`src/hw/rtl/jls_pkg.sv`:
```
// jls_pkg: shared types, character codes and keyword table for the Jack lexer.
// No dependencies; used by jack_lexer_stream_top.sv and tb_top.sv.
package jls_pkg;

    // Lexer modes
    typedef enum logic [2:0] {
        MODE_NORMAL = 3'd0,
        MODE_WORD   = 3'd1,
        MODE_STRING = 3'd2,
        MODE_SLASH  = 3'd3,
        MODE_LINE   = 3'd4,
        MODE_BLOCK  = 3'd5,
        MODE_STAR   = 3'd6
    } lex_mode_t;

    // Token classes
    localparam logic [2:0] CLS_KEYWORD = 3'd0;
    localparam logic [2:0] CLS_SYMBOL  = 3'd1;
    localparam logic [2:0] CLS_INTEGER = 3'd2;
    localparam logic [2:0] CLS_STRING  = 3'd3;
    localparam logic [2:0] CLS_IDENT   = 3'd4;

    // Error codes
    localparam logic [1:0] ERR_NONE         = 2'd0;
    localparam logic [1:0] ERR_INT_SAT      = 2'd1;
    localparam logic [1:0] ERR_UNTERM_STR   = 2'd2;
    localparam logic [1:0] ERR_OPEN_COMMENT = 2'd3;

    // Result kinds
    localparam logic EV_CHAR      = 1'b0;
    localparam logic EV_TOKEN_END = 1'b1;

    // Character codes
    localparam logic [7:0] CH_SLASH = 8'h2F;
    localparam logic [7:0] CH_STAR  = 8'h2A;
    localparam logic [7:0] CH_QUOTE = 8'h22;
    localparam logic [7:0] CH_LF    = 8'h0A;
    localparam logic [7:0] CH_ZERO  = 8'h30;

    localparam logic [3:0]  WORD_LEN_MAX = 4'd15;
    localparam logic [14:0] INT_MAX      = 15'h7FFF;

    // Keyword dictionary, left-justified and space padded to 11 characters
    localparam int NUM_KEYWORDS = 21;
    localparam int KW_TEXT_LEN  = 11;
    typedef logic [KW_TEXT_LEN-1:0][7:0] kw_text_t;

    localparam kw_text_t KW_TEXT [NUM_KEYWORDS] = '{
        "class      ", "method     ", "function   ", "constructor",
        "int        ", "boolean    ", "char       ", "void       ",
        "var        ", "static     ", "field      ", "let        ",
        "do         ", "if         ", "else       ", "while      ",
        "return     ", "true       ", "false      ", "null       ",
        "this       "
    };

    localparam logic [3:0] KW_LEN [NUM_KEYWORDS] = '{
        4'd5, 4'd6, 4'd8, 4'd11, 4'd3, 4'd7, 4'd4, 4'd4, 4'd3, 4'd6, 4'd5,
        4'd3, 4'd2, 4'd2, 4'd4, 4'd5, 4'd6, 4'd4, 4'd5, 4'd4, 4'd4
    };

    // One result item
    typedef struct packed {
        logic        event_res;
        logic [7:0]  text_char;
        logic [2:0]  token_class;
        logic [4:0]  keyword_code;
        logic [14:0] int_value;
        logic [1:0]  error;
        logic        last;
    } lex_res_t;

    function automatic lex_res_t mk_res(
        input logic        ev,
        input logic [7:0]  tc,
        input logic [2:0]  cls,
        input logic [4:0]  kw,
        input logic [14:0] iv,
        input logic [1:0]  err
    );
        lex_res_t r;
        r.event_res    = ev;
        r.text_char    = tc;
        r.token_class  = cls;
        r.keyword_code = kw;
        r.int_value    = iv;
        r.error        = err;
        r.last         = 1'b0;
        return r;
    endfunction

    function automatic logic is_space(input logic [7:0] c);
        return (c == 8'h20) || (c >= 8'h09 && c <= 8'h0D);
    endfunction

    function automatic logic is_digit(input logic [7:0] c);
        return (c >= 8'h30) && (c <= 8'h39);
    endfunction

    function automatic logic is_symbol(input logic [7:0] c);
        logic s;
        unique case (c)
            "(", ")", "{", "}", "[", "]", ".", ",", ";", "+", "-", "*", "/",
            "&", "<", ">", "=", "|", "~": s = 1'b1;
            default:                      s = 1'b0;
        endcase
        return s;
    endfunction

endpackage

```
`src/hw/rtl/jls_if.sv`:
```
// jls_if: valid/ready channels for source bytes and lexer results.
// No dependencies; none of the jls_pkg types are used.
interface jls_in_if;
    logic       valid;
    logic       ready;
    logic [7:0] ch;
    logic       end_of_file;

    modport source (output valid, ch, end_of_file, input ready);
    modport sink   (input valid, ch, end_of_file, output ready);
endinterface

interface jls_out_if;
    logic        valid;
    logic        ready;
    logic        event_res;
    logic [7:0]  text_char;
    logic [2:0]  token_class;
    logic [4:0]  keyword_code;
    logic [14:0] int_value;
    logic [1:0]  error;
    logic        last;

    modport source (output valid, event_res, text_char, token_class, keyword_code,
                    int_value, error, last, input ready);
    modport sink   (input valid, event_res, text_char, token_class, keyword_code,
                    int_value, error, last, output ready);
endinterface

```
`src/hw/rtl/jack_lexer_stream_top.sv`:
```
// Jack lexer: one source byte per request in, zero to two results out per byte.
// An accepted byte waits in the input register until the queue has room for its
// results. Throughput: one byte per cycle while each byte gives at most one result
// and the output is ready; the four-entry result queue drains one result per cycle
// while ready, and takes a byte only while two entries are free. Async active-low
// reset empties the queue and returns the lexer to normal mode with no token open.
// Depends on jls_pkg and jls_if.
module jack_lexer_stream_top #(
    parameter int KEYWORD_MAX_LEN = 11
) (
    input  logic      clk,
    input  logic      rst_n,
    jls_in_if.sink    src,
    jls_out_if.source res
);

    localparam int BUF_AW    = $clog2(KEYWORD_MAX_LEN);
    localparam int Q_DEPTH   = 4;
    localparam int Q_AW      = $clog2(Q_DEPTH);
    localparam int Q_CW      = $clog2(Q_DEPTH + 1);

    // Input register
    logic       in_valid_reg;
    logic [7:0] ch_reg;
    logic       eof_reg;
    logic       advance;

    // Lexer state
    jls_pkg::lex_mode_t mode_reg, mode_next;
    logic [3:0]  wlen_reg, wlen_next;
    logic        sd_reg, sd_next;
    logic [14:0] acc_reg, acc_next;
    logic        sat_reg, sat_next;
    logic [7:0]  word_buf [KEYWORD_MAX_LEN];

    // Result queue
    jls_pkg::lex_res_t q_mem [Q_DEPTH];
    logic [Q_AW-1:0] wr_ptr_reg, rd_ptr_reg;
    logic [Q_CW-1:0] count_reg;
    logic            pop;

    // Handshake
    assign advance   = in_valid_reg && (count_reg <= Q_CW'(Q_DEPTH - 2));
    assign src.ready = !in_valid_reg || advance;

    always_ff @(posedge clk or negedge rst_n)
    begin
        if (!rst_n)
        begin
            in_valid_reg <= 1'b0;
        end
        else if (src.ready)
        begin
            in_valid_reg <= src.valid;
        end
    end

    always_ff @(posedge clk)
    begin
        if (src.valid && src.ready)
        begin
            ch_reg  <= src.ch;
            eof_reg <= src.end_of_file;
        end
    end

    // Byte classification
    logic c_space, c_digit, c_symbol, c_quote, c_slash, c_star, c_lf, c_word;
    assign c_space  = jls_pkg::is_space(ch_reg);
    assign c_digit  = jls_pkg::is_digit(ch_reg);
    assign c_symbol = jls_pkg::is_symbol(ch_reg);
    assign c_quote  = (ch_reg == jls_pkg::CH_QUOTE);
    assign c_slash  = (ch_reg == jls_pkg::CH_SLASH);
    assign c_star   = (ch_reg == jls_pkg::CH_STAR);
    assign c_lf     = (ch_reg == jls_pkg::CH_LF);
    assign c_word   = !c_space && !c_symbol && !c_quote;

    // Keyword match against the buffered word
    logic [jls_pkg::NUM_KEYWORDS-1:0] kw_match;
    logic       kw_hit;
    logic [4:0] kw_code;

    always_comb
    begin
        kw_hit  = 1'b0;
        kw_code = '0;
        for (int k = 0; k < jls_pkg::NUM_KEYWORDS; k++)
        begin
            kw_match[k] = (wlen_reg == jls_pkg::KW_LEN[k]);
            for (int i = 0; i < jls_pkg::KW_TEXT_LEN; i++)
            begin
                if ((4'(i) < jls_pkg::KW_LEN[k]) &&
                    (word_buf[i] != jls_pkg::KW_TEXT[k][jls_pkg::KW_TEXT_LEN-1-i]))
                begin
                    kw_match[k] = 1'b0;
                end
            end
        end
        for (int k = 0; k < jls_pkg::NUM_KEYWORDS; k++)
        begin
            if (kw_match[k] && !kw_hit)
            begin
                kw_hit  = 1'b1;
                kw_code = 5'(k);
            end
        end
    end

    // Token-end result for the open word
    jls_pkg::lex_res_t word_end_res;
    always_comb
    begin
        if (sd_reg)
        begin
            word_end_res = jls_pkg::mk_res(jls_pkg::EV_TOKEN_END, 8'h00,
                jls_pkg::CLS_INTEGER, 5'd0, acc_reg,
                sat_reg ? jls_pkg::ERR_INT_SAT : jls_pkg::ERR_NONE);
        end
        else if (kw_hit)
        begin
            word_end_res = jls_pkg::mk_res(jls_pkg::EV_TOKEN_END, 8'h00,
                jls_pkg::CLS_KEYWORD, kw_code, 15'd0, jls_pkg::ERR_NONE);
        end
        else
        begin
            word_end_res = jls_pkg::mk_res(jls_pkg::EV_TOKEN_END, 8'h00,
                jls_pkg::CLS_IDENT, 5'd0, 15'd0, jls_pkg::ERR_NONE);
        end
    end

    // Fixed result shapes
    jls_pkg::lex_res_t char_res, sym_res, slash_res;
    assign char_res  = jls_pkg::mk_res(jls_pkg::EV_CHAR, ch_reg, jls_pkg::CLS_KEYWORD,
                                       5'd0, 15'd0, jls_pkg::ERR_NONE);
    assign sym_res   = jls_pkg::mk_res(jls_pkg::EV_TOKEN_END, ch_reg, jls_pkg::CLS_SYMBOL,
                                       5'd0, 15'd0, jls_pkg::ERR_NONE);
    assign slash_res = jls_pkg::mk_res(jls_pkg::EV_TOKEN_END, jls_pkg::CH_SLASH,
                                       jls_pkg::CLS_SYMBOL, 5'd0, 15'd0, jls_pkg::ERR_NONE);

    // Normal-mode handling of the current byte (also after a word or '/' closes)
    jls_pkg::lex_mode_t nb_mode;
    logic nb_sym, nb_start;
    always_comb
    begin
        nb_sym   = 1'b0;
        nb_start = 1'b0;
        priority if (c_space)
        begin
            nb_mode = jls_pkg::MODE_NORMAL;
        end
        else if (c_quote)
        begin
            nb_mode = jls_pkg::MODE_STRING;
        end
        else if (c_slash)
        begin
            nb_mode = jls_pkg::MODE_SLASH;
        end
        else if (c_symbol)
        begin
            nb_mode = jls_pkg::MODE_NORMAL;
            nb_sym  = 1'b1;
        end
        else
        begin
            nb_mode  = jls_pkg::MODE_WORD;
            nb_start = 1'b1;
        end
    end

    // Next mode
    always_comb
    begin
        unique case (mode_reg)
            jls_pkg::MODE_WORD:
            begin
                if (eof_reg)
                    mode_next = jls_pkg::MODE_NORMAL;
                else if (c_word)
                    mode_next = jls_pkg::MODE_WORD;
                else
                    mode_next = nb_mode;
            end
            jls_pkg::MODE_STRING:
            begin
                if (eof_reg || c_lf || c_quote)
                    mode_next = jls_pkg::MODE_NORMAL;
                else
                    mode_next = jls_pkg::MODE_STRING;
            end
            jls_pkg::MODE_SLASH:
            begin
                if (eof_reg)
                    mode_next = jls_pkg::MODE_NORMAL;
                else if (c_slash)
                    mode_next = jls_pkg::MODE_LINE;
                else if (c_star)
                    mode_next = jls_pkg::MODE_BLOCK;
                else
                    mode_next = nb_mode;
            end
            jls_pkg::MODE_LINE:
            begin
                if (eof_reg || c_lf)
                    mode_next = jls_pkg::MODE_NORMAL;
                else
                    mode_next = jls_pkg::MODE_LINE;
            end
            jls_pkg::MODE_BLOCK, jls_pkg::MODE_STAR:
            begin
                if (eof_reg)
                    mode_next = jls_pkg::MODE_NORMAL;
                else if (c_star)
                    mode_next = jls_pkg::MODE_STAR;
                else if (mode_reg == jls_pkg::MODE_STAR && c_slash)
                    mode_next = jls_pkg::MODE_NORMAL;
                else
                    mode_next = jls_pkg::MODE_BLOCK;
            end
            default:
            begin
                mode_next = eof_reg ? jls_pkg::MODE_NORMAL : nb_mode;
            end
        endcase
    end

    // Results and word datapath controls
    logic pre_valid, main_valid;
    jls_pkg::lex_res_t pre_res, main_res;
    logic do_add, do_fresh, do_clear;

    always_comb
    begin
        pre_valid  = 1'b0;
        pre_res    = word_end_res;
        main_valid = 1'b0;
        main_res   = char_res;
        do_add     = 1'b0;
        do_fresh   = 1'b0;
        do_clear   = 1'b0;
        unique case (mode_reg)
            jls_pkg::MODE_WORD:
            begin
                if (eof_reg)
                begin
                    pre_valid = 1'b1;
                    do_clear  = 1'b1;
                end
                else if (c_word)
                begin
                    do_add     = 1'b1;
                    main_valid = 1'b1;
                    if (sd_reg && !c_digit)
                    begin
                        pre_valid = 1'b1;
                        do_fresh  = 1'b1;
                    end
                end
                else
                begin
                    pre_valid  = 1'b1;
                    do_clear   = 1'b1;
                    main_valid = nb_sym;
                    main_res   = sym_res;
                end
            end
            jls_pkg::MODE_STRING:
            begin
                if (eof_reg || c_lf)
                begin
                    pre_valid = 1'b1;
                    pre_res   = jls_pkg::mk_res(jls_pkg::EV_TOKEN_END, 8'h00,
                        jls_pkg::CLS_STRING, 5'd0, 15'd0, jls_pkg::ERR_UNTERM_STR);
                end
                else if (c_quote)
                begin
                    pre_valid = 1'b1;
                    pre_res   = jls_pkg::mk_res(jls_pkg::EV_TOKEN_END, 8'h00,
                        jls_pkg::CLS_STRING, 5'd0, 15'd0, jls_pkg::ERR_NONE);
                end
                else
                begin
                    main_valid = 1'b1;
                end
            end
            jls_pkg::MODE_SLASH:
            begin
                pre_res = slash_res;
                if (eof_reg)
                begin
                    pre_valid = 1'b1;
                end
                else if (!c_slash && !c_star)
                begin
                    pre_valid  = 1'b1;
                    main_valid = nb_sym || nb_start;
                    main_res   = nb_sym ? sym_res : char_res;
                    do_add     = nb_start;
                    do_fresh   = nb_start;
                end
            end
            jls_pkg::MODE_LINE:
            begin
                pre_valid = 1'b0;
            end
            jls_pkg::MODE_BLOCK, jls_pkg::MODE_STAR:
            begin
                pre_res = jls_pkg::mk_res(jls_pkg::EV_TOKEN_END, 8'h00,
                    jls_pkg::CLS_KEYWORD, 5'd0, 15'd0, jls_pkg::ERR_OPEN_COMMENT);
                pre_valid = eof_reg;
            end
            default:
            begin
                if (!eof_reg)
                begin
                    main_valid = nb_sym || nb_start;
                    main_res   = nb_sym ? sym_res : char_res;
                    do_add     = nb_start;
                    do_fresh   = nb_start;
                end
            end
        endcase
    end

    // Word accumulation: length, digit-led flag, saturating integer value
    logic [3:0]  len_base;
    logic        sd_base;
    logic [14:0] acc_base;
    logic        sat_base;
    logic [18:0] acc_prod;
    logic        buf_we;

    assign len_base = do_fresh ? 4'd0  : wlen_reg;
    assign sd_base  = do_fresh ? c_digit : sd_reg;
    assign acc_base = do_fresh ? 15'd0 : acc_reg;
    assign sat_base = do_fresh ? 1'b0  : sat_reg;
    assign acc_prod = 19'(acc_base) * 19'd10 + 19'(4'(ch_reg - jls_pkg::CH_ZERO));
    assign buf_we   = advance && do_add && (32'(len_base) < KEYWORD_MAX_LEN);

    always_comb
    begin
        wlen_next = wlen_reg;
        sd_next   = sd_reg;
        acc_next  = acc_reg;
        sat_next  = sat_reg;
        if (do_add)
        begin
            wlen_next = (len_base == jls_pkg::WORD_LEN_MAX) ? len_base : len_base + 4'd1;
            sd_next   = sd_base;
            acc_next  = acc_base;
            sat_next  = sat_base;
            if (sd_base)
            begin
                if (acc_prod > 19'(jls_pkg::INT_MAX))
                begin
                    acc_next = jls_pkg::INT_MAX;
                    sat_next = 1'b1;
                end
                else
                begin
                    acc_next = acc_prod[14:0];
                end
            end
        end
        else if (do_clear)
        begin
            wlen_next = 4'd0;
            sd_next   = 1'b0;
            acc_next  = 15'd0;
            sat_next  = 1'b0;
        end
    end

    always_ff @(posedge clk or negedge rst_n)
    begin
        if (!rst_n)
        begin
            mode_reg <= jls_pkg::MODE_NORMAL;
            wlen_reg <= 4'd0;
            sd_reg   <= 1'b0;
            acc_reg  <= 15'd0;
            sat_reg  <= 1'b0;
        end
        else if (advance)
        begin
            mode_reg <= mode_next;
            wlen_reg <= wlen_next;
            sd_reg   <= sd_next;
            acc_reg  <= acc_next;
            sat_reg  <= sat_next;
        end
    end

    always_ff @(posedge clk)
    begin
        if (buf_we)
        begin
            word_buf[len_base[BUF_AW-1:0]] <= ch_reg;
        end
    end

    // Pack up to two results with the last mark
    jls_pkg::lex_res_t slot0, slot1;
    logic [1:0] push_n;

    always_comb
    begin
        push_n = 2'(pre_valid) + 2'(main_valid);
        slot0  = pre_valid ? pre_res : main_res;
        slot1  = main_res;
        slot0.last = (push_n == 2'd1);
        slot1.last = 1'b1;
        if (!advance)
        begin
            push_n = 2'd0;
        end
    end

    // Result queue
    assign pop           = res.valid && res.ready;
    assign res.valid     = (count_reg != '0);
    assign res.event_res    = q_mem[rd_ptr_reg].event_res;
    assign res.text_char    = q_mem[rd_ptr_reg].text_char;
    assign res.token_class  = q_mem[rd_ptr_reg].token_class;
    assign res.keyword_code = q_mem[rd_ptr_reg].keyword_code;
    assign res.int_value    = q_mem[rd_ptr_reg].int_value;
    assign res.error        = q_mem[rd_ptr_reg].error;
    assign res.last         = q_mem[rd_ptr_reg].last;

    always_ff @(posedge clk or negedge rst_n)
    begin
        if (!rst_n)
        begin
            wr_ptr_reg <= '0;
            rd_ptr_reg <= '0;
            count_reg  <= '0;
        end
        else
        begin
            wr_ptr_reg <= wr_ptr_reg + Q_AW'(push_n);
            rd_ptr_reg <= rd_ptr_reg + Q_AW'(pop);
            count_reg  <= count_reg + Q_CW'(push_n) - Q_CW'(pop);
        end
    end

    always_ff @(posedge clk)
    begin
        if (push_n != 2'd0)
        begin
            q_mem[wr_ptr_reg] <= slot0;
        end
        if (push_n == 2'd2)
        begin
            q_mem[wr_ptr_reg + Q_AW'(1)] <= slot1;
        end
    end

endmodule

```
`src/flat_wrapper.sv`:
```
// flat-port wrapper written by rule: the top's interface ports become plain ports
module jack_lexer_stream_top_flat 
#(
    parameter int KEYWORD_MAX_LEN = 11
)
  (clk, rst_n, src_valid, src_ch, src_end_of_file, src_ready, res_valid, res_event_res, res_text_char, res_token_class, res_keyword_code, res_int_value, res_error, res_last, res_ready);
  jls_in_if src_i ();
  jls_out_if res_i ();
  input  logic clk;
  input  logic rst_n;
  input wire logic [$bits(src_i.valid)-1:0] src_valid;
  input wire logic [$bits(src_i.ch)-1:0] src_ch;
  input wire logic [$bits(src_i.end_of_file)-1:0] src_end_of_file;
  output wire logic [$bits(src_i.ready)-1:0] src_ready;
  output wire logic [$bits(res_i.valid)-1:0] res_valid;
  output wire logic [$bits(res_i.event_res)-1:0] res_event_res;
  output wire logic [$bits(res_i.text_char)-1:0] res_text_char;
  output wire logic [$bits(res_i.token_class)-1:0] res_token_class;
  output wire logic [$bits(res_i.keyword_code)-1:0] res_keyword_code;
  output wire logic [$bits(res_i.int_value)-1:0] res_int_value;
  output wire logic [$bits(res_i.error)-1:0] res_error;
  output wire logic [$bits(res_i.last)-1:0] res_last;
  input wire logic [$bits(res_i.ready)-1:0] res_ready;
  assign src_i.valid = src_valid;
  assign src_i.ch = src_ch;
  assign src_i.end_of_file = src_end_of_file;
  assign src_ready = src_i.ready;
  assign res_valid = res_i.valid;
  assign res_event_res = res_i.event_res;
  assign res_text_char = res_i.text_char;
  assign res_token_class = res_i.token_class;
  assign res_keyword_code = res_i.keyword_code;
  assign res_int_value = res_i.int_value;
  assign res_error = res_i.error;
  assign res_last = res_i.last;
  assign res_i.ready = res_ready;
  jack_lexer_stream_top #(.KEYWORD_MAX_LEN(KEYWORD_MAX_LEN)) u_core (.clk(clk), .rst_n(rst_n), .src(src_i), .res(res_i));
endmodule
```
`config.mk`:
```
export PLATFORM = sky130hd
export DESIGN_NAME = jack_lexer_stream_top_flat
export DESIGN_NICKNAME = d
export VERILOG_FILES = /design/src/hw/rtl/jls_pkg.sv /design/src/hw/rtl/jls_if.sv /design/src/hw/rtl/jack_lexer_stream_top.sv /design/src/flat_wrapper.sv
export SDC_FILE = /design/constraint.sdc
export NUM_CORES = 1
export LEC_CHECK = 0
export BUFFER_PORTS_ARGS = -buffer_cell sky130_fd_sc_hd__buf_4
export CAP_MARGIN = 25
export CORE_AREA = 2 2 163 165
export CTS_CLUSTER_SIZE = 20
export DETAILED_ROUTE_END_ITERATION = 10
export DIE_AREA = 0 0 165 167
export GPL_ROUTABILITY_DRIVEN = 0
export GPL_TIMING_DRIVEN = 0
export HOLD_SLACK_MARGIN = 0.06
export PLACE_DENSITY = 0.76
export SYNTH_ARGS = -nofsm -noshare
export SYNTH_HDL_FRONTEND = slang
export SYNTH_SLANG_ARGS = --single-unit
```
`constraint.sdc`:
```
create_clock -name clk -period 7.57 [get_ports clk]
set_input_delay 0.3785 -clock clk [delete_from_list [all_inputs] [get_ports clk]]
set_output_delay 0.3785 -clock clk [all_outputs]
set_load 0.02 [all_outputs]
```
==> results of run 1 <==
synth_stat cells (16+ instances only):
cell,instances
dfrtp_1,32
a22o_1,66
ha_1,39
nor3_1,28
nand4_1,25
nand2b_1,23
buf_2,18
nor4b_1,19
clkbuf_1,36
o21ai_1,17
nand2_1,106
and2_1,42
a21oi_1,35
dfxtp_1,100
o21ai_0,68
mux4_2,35
edfxtp_1,137
nor4_1,27
nand3_1,40
nor4bb_1,21
inv_1,35
nor2b_1,16
a21o_1,16
nor2_1,68
how the worst min path moves through the flow:
stage / startpoint / end / cells after the start
floorplan: rst_n / u_core.acc_reg[0] / 0
global route: res_ready / u_core.rd_ptr_reg[0] / 3
detailed placement: rst_n / u_core.mode_reg[0] / 1
CTS: res_ready / u_core.rd_ptr_reg[0] / 3
finish: res_ready / u_core.rd_ptr_reg[0] / 3
global placement: rst_n / u_core.rd_ptr_reg[1] / 1
metal layers:
| metal | up-vias | part of all wire (%) |
|---|---|---|
| li1 | 5204 | - |
| met1 | 5531 | 43 |
| met2 | 625 | 45 |
| met3 | 109 | 8.3 |
| met4 | 0 | 4.0 |
| met5 | - | 0 |
what timing repair did:
item,in CTS,in global routing
hold endpoints to repair,42,0
buffers inserted,0,0
hold buffers,11,0
kinds of logic (layout without fill, tap and decap cells):
kind of cell | Yosys count | count (layout)
flip-flops | 269 | 269
adder cells (fa/ha/maj) | 42 | 42
XOR/XNOR | 20 | 20
AO/OA/AOI/OAI | 300 | 300
multiplexers | 38 | 38
buffers and inverters | 101 | 216
AND/OR/NAND/NOR | 524 | 524
per-stage QoR:
step           total power (uW)  utilization (%)  cell area (um^2)  std cells  hold WS [ps]
4_1_cts                    5480             62.3             16000       1742           207
2_1_floorplan              3430                -             14200       1294          82.9
3_5_place_dp               4050             58.1             15000       1679           362
3_3_place_gp               3990             58.0             15000       1678           351
5_1_grt                    5800             62.4             16100       1744           245
6_report                   5500             62.4             16100       1744           210
final cells by class:
| cell class | instances | area, um^2 |
|---|---|---|
| buffer | 66 | 315 |
| clock buffer | 39 | 795 |
| clock inverter | 13 | 183 |
| fill | 2016 | 9700 |
| inverter | 35 | 131 |
| multi-input combinational | 924 | 6800 |
| sequential | 269 | 6920 |
| tap | 335 | 419 |
| timing repair buffer | 63 | 503 |
power by group through the flow:
stage / registers, uW / logic [uW] / clock network (uW)
6_report: 1990 / 2090 / 1420
5_1_grt: 2020 / 2280 / 1500
4_1_cts: 1990 / 2060 / 1440
3_5_place_dp: 2010 / 2040 / 0
3_3_place_gp: 2000 / 1990 / 0
2_1_floorplan: 1920 / 1510 / 0
critical path: cells and delay by family (launching register included):
kind,cells,cell delay [ps]
XOR/XNOR,1,330
adder cells (fa/ha/maj),3,970
buffers and inverters,3,770
AND/OR/NAND/NOR,7,1880
AO/OA/AOI/OAI,5,1450
multiplexers,1,370
flip-flops,1,830
==> metrics.txt, run 1 <==
post-CTS sizing=0; final hold vios=0; NetSw=2070 uW; global route total overflow=0; Post-route DRC=0; first-pass GRT wire length=59,900 um; Setup TNS=0 ps; Net Sw Frac=about 38%; Yosys warnings=0; Synth area leaders=edfxtp_1 (29%), dfxtp_1 (14%), dfrtp_1 (5.7%), mux4_2 (5.6%), a22o_1 (4.1%); skew final=22.2 ps; crit start category=flop; post-synthesis compound-gate area fraction=between 10% and 20%; met3 usage=3.86%; final worst slack=around 810 ps; Via density=between 6 and 7; Ant. Diodes=0; Worst Reg-to-Reg Cells=20; row count=just under 60; CP Cell Sequence=clkbuf_1 > nand3_1 > o41ai_2 > o31ai_1 > o21ai_2 > or2_1 > buf_6 > and2_1 > ha_1 > ha_1 > fa_1 > a211oi_2 > nor2_1 > xnor2_1 > nand4_1 > nor4_2 > mux2_4 > buf_6 > nor4_1 > o211ai_1; Synth top area share=roughly 29%; CTS tree=done; cells after synthesis=roughly 1,300; Critical Path End=u_core.acc_reg[5]; Synth Area in XOR/XNOR=1.24%; PortBufs=roughly 50; pre-CTS WS=1100 ps; Syn Std Cell Area=14,200 um^2; Yosys cell types=94; largest area contributor in the netlist=edfxtp_1; GR Util met2=approximately two fifths; adder-cell share of the synthesized area=3.87%; H-tree Lvls=1; P per Cell Area=approximately 340 nW/um^2; die area=about 28,000 um^2; launching point of the worst reg2reg path=u_core.ch_reg[5]; most frequent cells in the layout=edfxtp_1 (137), nand2_1 (106), dfxtp_1 (100), nor2_1 (68), o21ai_0 (68); Slew Limit Headroom=a little over a fifth; proportion of synthesized area in mux cells=under 10%; # setup viols final=0; P_leak=a little under 0.006 uW; total I/O pin count=50; core box area=roughly 26,000 um^2; Avg Cell Area, Syn=roughly 11 um^2; clk sinks=between 200 and 300; min Tclk post-route=6760 ps; vias in the first global route=approximately 11,000; Post-Synth Simple-Gate Area=21.9%; largest family of logic cells by synthesized area=simple AND/OR/NAND/NOR gates; Max Transition Viols Final=0; Worst Tran Pin Value=between 1000 and 1500 ps; worst-skew pair later-pin latency=about 560 ps; CP max-delay cell=edfxtp_1; register area share after synthesis=48.8%; total CTS buffers=28; Synth Flop Type=edfxtp_1; setup slack, reg-to-reg=about 800 ps; CP Data Arrival Time=~7000 ps; RSZ-0062 raised after global routing=false; Crit. Startpoint=u_core.ch_reg[5]; CP Capture Type=flop; Hold Path Class=input port to flop; kind of critical path=flop to flop; DIE WIDTH=between 150 and 200 um; GRT Util Overall=between 20 and 30%; Post-synth EDFFs=137; Reg clk slew, reported paths=about 60 ps; Synth async-reset ratio=between 10% and 20%; met1 Track Usage GR=approximately two fifths; Die Y=167 um; worst reg2reg endpoint=u_core.acc_reg[5]; routed len/inst=approximately 21 um; Critical Path RT=8000 ps; Final nets=~1,400; most common library cell in the layout ignoring fill and taps=edfxtp_1; gr busiest metal=met2; Seq pwr share=36.2%; vias=11,500; Synth Net Count=1,349; pin count of the biggest net entering global routing=33; maximum fanout along the worst path=14; Clock Tree Buf Depth=3; Starting Density=between 50% and 60%; period utilisation layout=89.3%; clock network power share=between 20% and 30%; post-DP HPWL=approximately 26,000 um; Peak supply drop=0.000288 V; FF+latch count, synth=around 270; drt first pass iters=8; max cap viols=0; Slowest Stage Delay on Critical Path=between 800 and 900 ps; Post-Route WL=roughly 37,000 um; initial antenna violation count=0; logic gate share of total power=a little under two fifths; layout cells sized above 1=14.6%; post-route ant nets=0; outcome=complete, no violations; Peak Freq=148 MHz; Area Overhead vs Synth=13.4%; Int Power=3440 uW; number of flip-flops in the largest register=between 100 and 150; Root Driver=clkbuf_16; initial DRC count=around 1,700
(Power assumes the default switching activity.)
==> inputs of run 2 (changes only) <==
RECOVER_POWER = 50   (was unset)
==> metrics.txt, run 2 (synthesis results as in run 1) <==
metal2 WL=around 17,000 um; Post-Route WL=about 37,000 um; most common library cell in the layout ignoring fill and taps=edfxtp_1; Setup TNS=0 ps; Reg clk slew, reported paths=roughly 60 ps; CP top delay family=simple AND/OR/NAND/NOR gates; outcome=complete, but fails checks; Slew Limit Headroom=-28.2%; Ant. Diodes=0; Slowest Stage Delay on Critical Path=~830 ps; max cap viols=1; maximum fanout along the worst path=14; CP Data Arrival Time=7220 ps; total CTS buffers=28; final hold vios=0; Die Y=167 um; Crit. Startpoint=u_core.ch_reg[5]; worst-skew pair later-pin latency=560 ps; post-route ant nets=0; Critical Path RT=roughly 8000 ps; Root Driver=clkbuf_16; most frequent cells in the layout=edfxtp_1 (137), nand2_1 (106), dfxtp_1 (100), clkbuf_1 (81); number of flip-flops in the largest register=140; violated checks=capacitance limit, slew limit; worst path bufs/invs=3; clk sinks=between 200 and 300; Non-Filler Cell Area, Final=between 15,000 and 20,000 um^2; footprint of the multi-input gates=slightly below 7000 um^2; row count=59; met3 WL=around 3000 um; P_leak=approximately 0.0057 uW; min Tclk post-route=between 6000 and 7000 ps; crit start category=flop; vias=roughly 11,000; Max Transition Viols Final=33; CP Capture Type=flop; launching point of the worst reg2reg path=u_core.ch_reg[5]; filler cell count=~2,100; first-pass GRT wire length=59,900 um; Worst Tran Pin Value=between 1500 and 2000 ps; skew final=21.5 ps; pin count of the biggest net entering global routing=33; dpl cell area=about 15,000 um^2; initial DRC count=approximately 1,600; Starting Density=around 55%; # setup viols final=0; GRT Util Overall=27.3%; Final nets=~1,400; DIE WIDTH=between 150 and 200 um; Reg area=6920 um^2; core box area=between 20,000 and 30,000 um^2; vias in the first global route=around 11,000; hold path startpoint=res_ready; layout cells sized above 1=between 10% and 20%; Via density=about 6.5; total I/O pin count=50; Peak supply drop=roughly 0.00029 V; Post-route DRC=0; Max Used Layer=met4; kind of critical path=flop to flop; post-DP HPWL=26,100 um; H-tree Lvls=1; RSZ-0062 raised after global routing=false; Post-Route M1 WL=roughly 16,000 um; CP Cell Sequence=clkbuf_1 > nand3_1 > o41ai_1 > o31ai_1 > o21ai_2 > or2_0 > buf_6 > and2_1 > ha_1 > ha_1 > fa_1 > a211oi_2 > nor2_1 > xnor2_1 > nand4_1 > nor4_2 > mux2_4 > buf_6 > nor4_1 > o211ai_1; global route total overflow=0; initial antenna violation count=0; P per Cell Area=~340 nW/um^2; drt first pass iters=9; Area Overhead vs Synth=12.1%; CP max-delay cell=edfxtp_1; Post-CTS Setup Inserts=0; PortBufs=49; routed len/inst=21.4 um; Hold Path Class=input port to flop; CTS tree=done; Peak Freq=about 150 MHz; overall power=5450 uW; period utilisation layout=89.8%; Clock Tree Buf Depth=3; die area=approximately 28,000 um^2
-- run 2: cell types whose count changed in the layout (fill, tap and decap cells not counted), sizes merged --
cell | before | now
clkbuf | 75 | 123
buf | 82 | 34
-- run 2: worst min-delay path, delay by kind of cell --
| family | cells | cell delay, ps |
|---|---|---|
| and+or+nand+nor | 1 | 160 |
| buffers and inverters | 1 | 70 |
| adders and majority gates | 1 | 140 |
-- run 2: report_power, final --
| part | internal, uW | leakage, uW | switching (uW) |
|---|---|---|---|
| registers | 1790 | 0.00247 | 204 |
| clock network | 844 | 0.000469 | 580 |
| logic | 745 | 0.00272 | 1280 |
-- run 2: path summary, 6_finish.rpt --
kind | end | slack (ps) | cells after the start
max | u_core.acc_reg[5] | 770 | 20
min | u_core.rd_ptr_reg[0] | 240 | 3
max reg2reg | u_core.acc_reg[5] | 770 | 20
min reg2reg | u_core.q_mem[1][18] | 450 | 2
max in group asynchronous | u_core.mode_reg[0] | 5560 | 2
min in group asynchronous | u_core.count_reg[2] | 890 | 2
-- run 2: repair_timing --
item	CTS	global route
hold buffers	11	0
endpoints found under the hold margin	42	0
resized for setup	0	0
-- run 2: per-stage QoR --
stage          hold slack, ps  std cells  worst slack [ps]  utilization, %
5_1_grt                   287       1744               350            61.7
6_report                  241       1744               773            61.7
3_3_place_gp              351       1678              1230            58.0
2_1_floorplan            82.9       1294              2240               -
3_5_place_dp              362       1679              1100            58.1
4_1_cts                   207       1742              1030            62.3
-- run 2: per-layer routing --
metal,vias up,GRT usage [%]
li1,5198,-
met1,5512,39.7
met2,600,41.8
met3,110,3.86
met4,0,9.64
met5,-,0
-- run 2: area by class of cell --
type | count | area share (%)
Clock inverter | 13 | 1.15
Multi-Input combinational cell | 924 | 42.6
Tap cell | 335 | 2.64
Clock buffer | 39 | 5.00
Sequential cell | 269 | 43.5
Inverter | 35 | 0.827
Buffer | 66 | 1.98
Timing Repair Buffer | 63 | 2.32
